`config.mk`:
```
export PLATFORM = sky130hd
export DESIGN_NAME = fcbf_ctrl
export DESIGN_NICKNAME = d
export VERILOG_FILES = /design/src/sv/fcbf_pkg.sv /design/src/sv/fcbf_ctrl.sv
export SDC_FILE = /design/constraint.sdc
export NUM_CORES = 1
export LEC_CHECK = 0
export BUFFER_PORTS_ARGS = -buffer_cell sky130_fd_sc_hd__buf_4
export CAP_MARGIN = 20
export CORE_AREA = 2 2 39 41
export DETAILED_ROUTE_END_ITERATION = 8
export DIE_AREA = 0 0 41 43
export PLACE_DENSITY = 0.37
export SKIP_CTS_REPAIR_TIMING = 1
export SLEW_MARGIN = 5
export SYNTH_ARGS = -nofsm -noshare
export SYNTH_HDL_FRONTEND = slang
export SYNTH_SLANG_ARGS = --single-unit
export TNS_END_PERCENT = 10
```
`constraint.sdc`:
```
create_clock -name clk_i -period 0.9 [get_ports clk_i]
set_input_delay 0.18 -clock clk_i [delete_from_list [all_inputs] [get_ports clk_i]]
set_output_delay 0.18 -clock clk_i [all_outputs]
set_load 0.005 [all_outputs]
```
`src/sv/fcbf_pkg.sv`:
```
// ----------------------------------------------------------------------------
// fcbf_pkg
// Shared types and constants for the flow-controlled byte FIFO.
// ----------------------------------------------------------------------------
package fcbf_pkg;

  localparam int DEPTH = 4096;
  localparam int PTR_W = $clog2(DEPTH);
  localparam int CNT_W = 13;
  localparam int TOT_W = 32;
  localparam logic [CNT_W-1:0] CAP_RESET = CNT_W'(4096);
  localparam logic [CNT_W-1:0] DEPTH_CNT = CNT_W'(DEPTH);

  typedef enum logic [2:0] {
    CMD_WRITE = 3'd0,
    CMD_PEEK  = 3'd1,
    CMD_POP   = 3'd2,
    CMD_READ  = 3'd3,
    CMD_END   = 3'd4
  } cmd_e;

  typedef enum logic [1:0] {
    ST_IDLE,
    ST_EXEC,
    ST_FINISH
  } state_e;

  typedef struct packed {
    logic load;
    logic exec;
    logic finish;
  } ctrl_cmd_t;

  typedef struct packed {
    logic out_full;
  } dp_status_t;

endpackage

```
`src/sv/fcbf_ctrl.sv`:
```
// ----------------------------------------------------------------------------
// fcbf_ctrl
// Sequencer: take an item, execute it, then hand the result to the output.
// ----------------------------------------------------------------------------
module fcbf_ctrl
  import fcbf_pkg::*;
(
  input  logic       clk_i,
  input  logic       rst_ni,
  input  logic       in_valid_i,
  output logic       in_ready_o,
  input  logic       out_ready_i,
  input  dp_status_t status_i,
  output ctrl_cmd_t  cmd_o
);

  state_e state_q, state_d;

  always_ff @(posedge clk_i or negedge rst_ni) begin
    if (!rst_ni) begin
      state_q <= ST_IDLE;
    end else begin
      state_q <= state_d;
    end
  end

  always_comb begin
    state_d    = state_q;
    in_ready_o = 1'b0;
    cmd_o      = '0;
    unique case (state_q)
      ST_IDLE: begin
        in_ready_o = 1'b1;
        if (in_valid_i) begin
          cmd_o.load = 1'b1;
          state_d    = ST_EXEC;
        end
      end
      ST_EXEC: begin
        cmd_o.exec = 1'b1;
        state_d    = ST_FINISH;
      end
      ST_FINISH: begin
        if (!status_i.out_full || out_ready_i) begin
          cmd_o.finish = 1'b1;
          state_d      = ST_IDLE;
        end
      end
      default: state_d = ST_IDLE;
    endcase
  end

  a_load_then_exec: assert property (@(posedge clk_i) disable iff (!rst_ni)
    cmd_o.load |=> cmd_o.exec)
    else $error("load not followed by exec");

  a_exec_then_finish: assert property (@(posedge clk_i) disable iff (!rst_ni)
    cmd_o.exec |=> (state_q == ST_FINISH))
    else $error("exec not followed by finish state");

  a_finish_slot_free: assert property (@(posedge clk_i) disable iff (!rst_ni)
    cmd_o.finish |-> (!status_i.out_full || out_ready_i))
    else $error("result loaded over a pending transfer");

endmodule

```
== Yosys cells after proc, flatten, opt, wreduce, memory -nomap -nowiden ==
Cells that the tools add are included.
W data, S select, Z words.
Storage, ports and cells
  word-level logic and storage cells: 18
  bits of input ports: 5
  bits in registers: 2
Operators by class
  mux-type cells: 9
  reduce and logical (&&, ||, !) cells: 4
  equal/unequal tests: 4
Operators with widths (number)
  $mux W1: 6
  $pmux W2 S3: 1
  $mux W2: 2
  $ne A2 B2 Y1 const B: 2
  $eq A2 B1 Y1 const B: 1
  $eq A2 B2 Y1 const B: 1
  $logic_not A2 Y1: 1
  $reduce_and A2 Y1: 1
  $logic_not A1 Y1: 1
  $logic_or A1 B1 Y1: 1

== Depth between registers and ports, before layout ==
Gate-level depths: netlist of the first run.
  depth in word-level cells: 4
  gate-level depth with buffers: 2
  depth with buffers taken out: 2

== Least setup slack after synthesis of the first run ==
No wires, ideal clock.
  kind: register to output
  start: register state_q[1]
  end: output port cmd_o[2] (netlist bit)
  data arrival time: 0.673 ns
  stages on the path, launching flop included: 3
  slack: 0.047 ns
  path buffers: 0
  cells stage by stage: dfrtp_1 > nor2_2 > and2_1
RTL lines
  from (decl): RTL line fcbf_ctrl.sv:17  | state_e state_q, state_d;
  from (signal assigned): RTL line fcbf_ctrl.sv:23  | state_q <= state_d;
  to (decl): RTL line fcbf_ctrl.sv:14  | output ctrl_cmd_t cmd_o

==> results of run 1 <==
[worst max-delay path by stage]
stage / start / endpoint / cells after the start
6_report: state_q[1] / cmd_o[2] / 3
5_1_grt: state_q[1] / cmd_o[2] / 3
4_1_cts: state_q[1] / cmd_o[2] / 3
3_5_place_dp: state_q[1] / cmd_o[2] / 3
3_3_place_gp: state_q[1] / cmd_o[2] / 3
2_1_floorplan: state_q[1] / cmd_o[2] / 2
[area by class of cell]
cell class,count,area (um^2),area share
flip-flops and latches,2,51.3,0.210
clock buffers,3,22.5,0.0923
repair buffers,11,88.8,0.364
multi-input cells,8,61.3,0.251
well taps,16,20.0,0.0821
[worst max-delay path: cells and delay by family (launching register included)]
| kind | cells | cell delay (ns) |
|---|---|---|
| flip-flops | 1 | 0.43 |
| AND/OR/NAND/NOR | 2 | 0.24 |
| buffers and inverters | 1 | 0.11 |
[power by group through the flow]
stage / sequential, mW / combinational (mW) / clock, mW
2_1_floorplan: 0.128 / 0.0658 / 0
3_3_place_gp: 0.130 / 0.188 / 0
3_5_place_dp: 0.131 / 0.188 / 0
4_1_cts: 0.130 / 0.191 / 0.210
5_1_grt: 0.143 / 0.235 / 0.220
6_report: 0.139 / 0.213 / 0.195
[cells by family (layout without fill, tap and decap cells)]
kind of cell           after synthesis  in the layout
flip-flops                           2              2
AND/OR/NAND/NOR                      7              7
AO/OA/AOI/OAI                        1              1
buffers and inverters                0             14
[layer usage]
metal / wire, um / vias to the layer above / GRT usage
li1: - / 60 / -
met1: 170 / 47 / 0.0579
met2: 93 / 9 / 0.0406
met3: 37 / 0 / 0.0681
met4: 0 / 0 / 0.0600
met5: 0 / - / 0
[per-stage QoR]
stage	TNS [ns]	utilization	hold slack (ns)	instances
finish	-0.941	0.176	0.181	40
global route	-1.16	0.176	0.187	40
CTS	-1.01	0.160	-0.276	39
detailed placement	-0.0762	0.144	-0.0341	36
global placement	-0.0863	0.144	-0.0348	36
floorplan	0	-	-0.116	10
[placed cells by master (no fill, tap or decap)]
cell type      count
and2_1             2
buf_4              9
buf_6              1
clkbuf_4           3
dfrtp_1            1
dfrtp_2            1
dlygate4sd3_1      1
nand2b_1           1
nand2b_4           1
nor2_2             1
nor2b_1            1
nor2b_2            1
o21bai_1           1
==> impl_metrics.env, run 1 <==
export IMPL_drtIter0Drc=1
export IMPL_pre_cts_ws_ns=-0.0416
export IMPL_regMostFlops="state_q"
export IMPL_max_freq_ghz=0.850
export IMPL_cts_tree="yes"
export IMPL_synthArstFlopShare=1.00
export IMPL_pwr_share_comb=0.389
export IMPL_crit_fanout=3
export IMPL_power_uw=547
export IMPL_tightestPinTransition_ns=0.112
export IMPL_largest_reg_flops=2
export IMPL_num_rows=14
export IMPL_ys_ff_latch=2
export IMPL_hold_depth=2
export IMPL_cp_arrival_ns=1.00
export IMPL_violations="setup timing"
export IMPL_synth_top_family_by_area="simple AND/OR/NAND/NOR gates"
export IMPL_reg_top3="state_q (2)"
export IMPL_num_vias=116
export IMPL_initial_core_util=0.0750
export IMPL_worst_slack_ns=-0.276
export IMPL_post_route_period_util=1.31
export IMPL_vdd_ir_drop_max_v=0.000546
export IMPL_worstPathRequired_ns=0.72
export IMPL_slew_headroom=0.925
export IMPL_end_kind="output pin"
export IMPL_hold_path_class="input port to flop"
export IMPL_clockRootBuffer="clkbuf_4"
export IMPL_synth_edff_count=0
export IMPL_syn_avg_cell_area_um2=10.4
export IMPL_cp_slowest_cell="dfrtp_2"
export IMPL_switchingPower_uw=139
export IMPL_die_h_um=43
export IMPL_rsz0062_at_grt="true"
export IMPL_syn_nets=15
export IMPL_synth_xor_area_share=0
export IMPL_muxShareOfSynthArea=0
export IMPL_fillers=156
export IMPL_drc_errors=0
export IMPL_ioPinCount=9
export IMPL_yosys_warnings=0
export IMPL_hold_viol_final=0
export IMPL_rr_endpoint="state_q[0]"
export IMPL_path_cells="nor2_2 > and2_1 > buf_4"
export IMPL_regToRegStartpoint="state_q[1]"
export IMPL_detail_route_antenna_nets=0
export IMPL_drv_cap=0
export IMPL_synthFlopType="dfrtp_1"
export IMPL_antenna_found_initial=0
export IMPL_place_area_um2=199
export IMPL_drive_above_1_share=0.708
export IMPL_ys_seq_area_frac=0.482
export IMPL_drt_wl_total_um=301
export IMPL_dr_pass1_iters=2
export IMPL_postLayoutCellArea_um2=244
export IMPL_finalMaxSlewViolations=0
export IMPL_h_tree_depth=1
export IMPL_cts_reportedPaths_clkPinSlew_ns=0.03
export IMPL_max_stage_delay_ns=0.43
export IMPL_yosysTopAreaCellShare=0.482
export IMPL_die_width_um=41
export IMPL_nets=31
export IMPL_numPortBuffers=8
export IMPL_holdPathEnd="state_q[0]"
export IMPL_cts_sink_count=2
export IMPL_grt_use_total=0.0532
export IMPL_status="finished with violations"
export IMPL_core_area_um2=1380
export IMPL_syn_to_final_growth_pct=135
export IMPL_cell_internal_pwr_uw=408
export IMPL_reg2reg_setup_slack_ns=0.07
export IMPL_synth_area_leader_cell="dfrtp_1"
export IMPL_grt_pass1_wl_um=524
export IMPL_worstHoldStart="in_valid_i"
export IMPL_critPathLaunchType="flop"
export IMPL_insertion_delay_ns=0.22
export IMPL_switching_share=0.254
export IMPL_critical_path_class="flop to output pin"
export IMPL_synthTopCellsByArea="dfrtp_1, and2_1, nand2b_1"
export IMPL_diodes=0
export IMPL_avgViaCountPerCell=2.90
export IMPL_die_area_um2=1760
export IMPL_syn_inst=10
export IMPL_grt_pass1_vias=127
export IMPL_period_needed_ns=1.18
export IMPL_synthAdderAreaFrac=0
export IMPL_reg2reg_depth=3
export IMPL_place_congestion=0.600
export IMPL_grt_max_degree=4
export IMPL_synth_area_um2=104
export IMPL_pwr_share_seq=0.254
export IMPL_synthSimpleGateAreaFrac=0.446
export IMPL_power_frac_clock=0.356
export IMPL_synth_cell_types=7
export IMPL_leakagePower_nw=0.115
export IMPL_wl_per_cell_um=7.53
export IMPL_synth_compound_area_share=0.0723
export IMPL_clockBufferDepth=2
export IMPL_synth_common_cells="and2_1, dfrtp_1, nand2b_1"
export IMPL_worst_clock_skew_ns=0.00290
export IMPL_powerDensity_nw_per_um2=2240
export IMPL_grt_overflow=0
export IMPL_numCtsBuffers=3
export IMPL_setup_viol=4
Power figures use the tool's default switching activity.
==> inputs of run 2 (changes only) <==
--- a/config.mk
+++ b/config.mk
@@ -5,12 +5,14 @@
 export SDC_FILE = /design/constraint.sdc
 export NUM_CORES = 1
 export LEC_CHECK = 0
+export ABC_AREA = 1
 export BUFFER_PORTS_ARGS = -buffer_cell sky130_fd_sc_hd__buf_4
 export CAP_MARGIN = 20
 export CORE_AREA = 2 2 39 41
 export DETAILED_ROUTE_END_ITERATION = 8
 export DIE_AREA = 0 0 41 43
 export PLACE_DENSITY = 0.37
+export RECOVER_POWER = 50
 export SKIP_CTS_REPAIR_TIMING = 1
 export SLEW_MARGIN = 5
 export SYNTH_ARGS = -nofsm -noshare
==> run 2 against run 1 <==
Compared with the run above: register-to-register slack better by 0.02 ns; global-route usage down 0.40 points; the flow still finishes with violations (setup timing); critical endpoint unchanged; core utilization down 1.2 points; non-clock buffer count down 1; clock-buffer cell count unchanged; area after synthesis up 7.2%; hold slack better by 0.038 ns; critical path type unchanged; first-iteration DRC count unchanged.
==> impl_metrics.env, run 2 <==
export IMPL_end_kind="output pin"
export IMPL_mostFrequentLayoutCell="buf_4"
export IMPL_postLayoutCellArea_um2=228
export IMPL_initial_core_util=0.0805
export IMPL_path_depth=2
export IMPL_num_rows=14
export IMPL_cp_slowest_cell="dfrtp_1"
export IMPL_path_cells="nor3b_1 > buf_4"
export IMPL_tightestPinTransition_ns=0.191
export IMPL_synthTopCellsByArea="dfrtp_1, nor3b_1, nor2_2"
export IMPL_syn_nets=20
export IMPL_drt_wl_total_um=336
export IMPL_hold_path_class="input port to flop"
export IMPL_grtUsageMet1=0.0547
export IMPL_switchingPower_uw=144
export IMPL_largest_reg_flops=2
export IMPL_max_stage_delay_ns=0.40
export IMPL_drtIter0Drc=1
export IMPL_period_needed_ns=1.18
export IMPL_grt_pass1_wl_um=489
export IMPL_detail_route_antenna_nets=0
export IMPL_dr_pass1_iters=2
export IMPL_clockBufferDepth=2
export IMPL_pwr_share_seq=0.271
export IMPL_place_area_um2=191
export IMPL_cts_tree="yes"
export IMPL_violations="setup timing"
export IMPL_die_h_um=43
export IMPL_worst_clock_skew_ns=0.000348
export IMPL_critPathLaunchType="flop"
export IMPL_cts_sink_count=2
export IMPL_drive_above_1_share=0.500
export IMPL_drv_cap=0
export IMPL_crit_family="flip-flops"
export IMPL_reg_top3="state_q (2)"
export IMPL_pwr_share_comb=0.334
export IMPL_use_met3=0.0366
export IMPL_hpwl_um=252
export IMPL_cp_arrival_ns=1.00
export IMPL_switching_share=0.288
export IMPL_ioPinCount=9
export IMPL_clockRootBuffer="clkbuf_4"
export IMPL_grt_use_total=0.0492
export IMPL_synth_area_um2=111
export IMPL_reg2reg_depth=2
export IMPL_worstPathRequired_ns=0.72
export IMPL_numPortBuffers=8
export IMPL_worst_slack_ns=-0.281
export IMPL_die_width_um=41
export IMPL_die_area_um2=1760
export IMPL_power_uw=500
export IMPL_synth_area_leader_cell="dfrtp_1"
export IMPL_yosys_warnings=0
export IMPL_regMostFlops="state_q"
export IMPL_status="finished with violations"
export IMPL_numCtsBuffers=3
export IMPL_synthArstFlopShare=1.00
export IMPL_regToRegStartpoint="state_q[0]"
export IMPL_cts_reportedPaths_clkPinSlew_ns=0.03
export IMPL_finalCoreUtilization=0.165
export IMPL_synth_edff_count=0
export IMPL_syn_avg_cell_area_um2=7.42
export IMPL_rsz0062_at_grt="true"
export IMPL_critical_path_class="flop to output pin"
export IMPL_syn_inst=15
export IMPL_slew_headroom=0.872
export IMPL_grt_overflow=0
export IMPL_crit_start="state_q[1]"
export IMPL_insertion_delay_ns=0.22
export IMPL_h_tree_depth=1
export IMPL_setup_viol=4
export IMPL_leakagePower_nw=0.123
export IMPL_endpoint="cmd_o[2]"
export IMPL_reg2reg_setup_slack_ns=0.09
export IMPL_finalMaxSlewViolations=0
export IMPL_avgViaCountPerCell=3.11
export IMPL_rr_endpoint="state_q[0]"
export IMPL_synth_cell_types=7
export IMPL_num_vias=137
export IMPL_worst_path_buf_inv=1
export IMPL_syn_to_final_growth_pct=104
export IMPL_place_congestion=0.537
export IMPL_nets=35
export IMPL_synthFlopType="dfrtp_1"
export IMPL_crit_fanout=4
export IMPL_drc_errors=0
export IMPL_grt_busiest_layer="met4"
export IMPL_grt_max_degree=6
export IMPL_wl_per_cell_um=7.64
export IMPL_yosysTopAreaCellShare=0.449
export IMPL_post_route_period_util=1.31
export IMPL_final_cell_mix="buf_4, inv_1, nand2_1, clkbuf_4"
export IMPL_grt_pass1_vias=141
export IMPL_hold_viol_final=0
export IMPL_vdd_ir_drop_max_v=0.000315
export IMPL_diodes=0
export IMPL_ys_seq_area_frac=0.449
export IMPL_antenna_found_initial=0
export IMPL_synth_common_cells="inv_1, nand2_1"
export IMPL_use_met2=0.0406
export IMPL_core_area_um2=1380
export IMPL_max_freq_ghz=0.847
export IMPL_powerDensity_nw_per_um2=2200
export IMPL_cell_internal_pwr_uw=356
export IMPL_power_frac_clock=0.396
export IMPL_ys_ff_latch=2
## run 2: stage by stage
stage | hold WS (ns) | TNS, ns | setup WS (ns) | std cells
3_3_place_gp | -0.0361 | -0.0930 | -0.0595 | 39
6_report | 0.219 | -1.01 | -0.281 | 44
5_1_grt | 0.241 | -1.23 | -0.329 | 44
2_1_floorplan | -0.116 | 0 | 0.0756 | 15
3_5_place_dp | -0.0334 | -0.0869 | -0.0515 | 39
4_1_cts | -0.275 | -0.998 | -0.309 | 42
## run 2: tightest hold or removal path, cell delays in order
cell,delay [ns]
buf_4,0.08
nor2_1,0.05
nand2_1,0.05
nand2_1,0.04
## run 2: how the worst min path moves through the flow
stage	startpoint	to	slack, ns	cells past startpoint
6_report	out_ready_i	state_q[1]	0.22	4
5_1_grt	in_valid_i	state_q[0]	0.24	2
4_1_cts	rst_ni	state_q[0]	-0.28	1
3_5_place_dp	rst_ni	state_q[1]	-0.03	1
3_3_place_gp	rst_ni	state_q[0]	-0.04	1
2_1_floorplan	rst_ni	state_q[0]	-0.12	0
## run 2: cells by family (layout without fill, tap and decap cells)
| kind of cell | Yosys count | after routing | share of synthesized area |
|---|---|---|---|
| flops | 2 | 2 | 0.449 |
| buf+inv | 4 | 17 | 0.135 |
| simple gates | 9 | 9 | 0.416 |
## run 2: power by group through the flow
stage / logic [mW] / registers [mW] / clock network, mW
detailed placement: 0.154 / 0.138 / 0
global placement: 0.152 / 0.135 / 0
floorplan: 0.0679 / 0.133 / 0
CTS: 0.155 / 0.137 / 0.213
finish: 0.167 / 0.135 / 0.198
global route: 0.186 / 0.139 / 0.209
## run 2: per-layer routing
| layer | vias up | wire length (um) | share of wire |
|---|---|---|---|
| met1 | 57 | 162 | 0.48 |
| met4 | 0 | 0 | 0 |
| met2 | 9 | 123 | 0.37 |
| met3 | 0 | 50 | 0.15 |
| met5 | - | 0 | 0 |
| li1 | 71 | - | - |
## run 2: layout make-up
cell class                 instances  area [um^2]
inverter                           4         15.0
tap                               16         20.0
clock buffer                       3         22.5
timing repair buffer              10         73.8
multi-input combinational          9         46.3
fill                             163         1160
sequential                         2         50.0
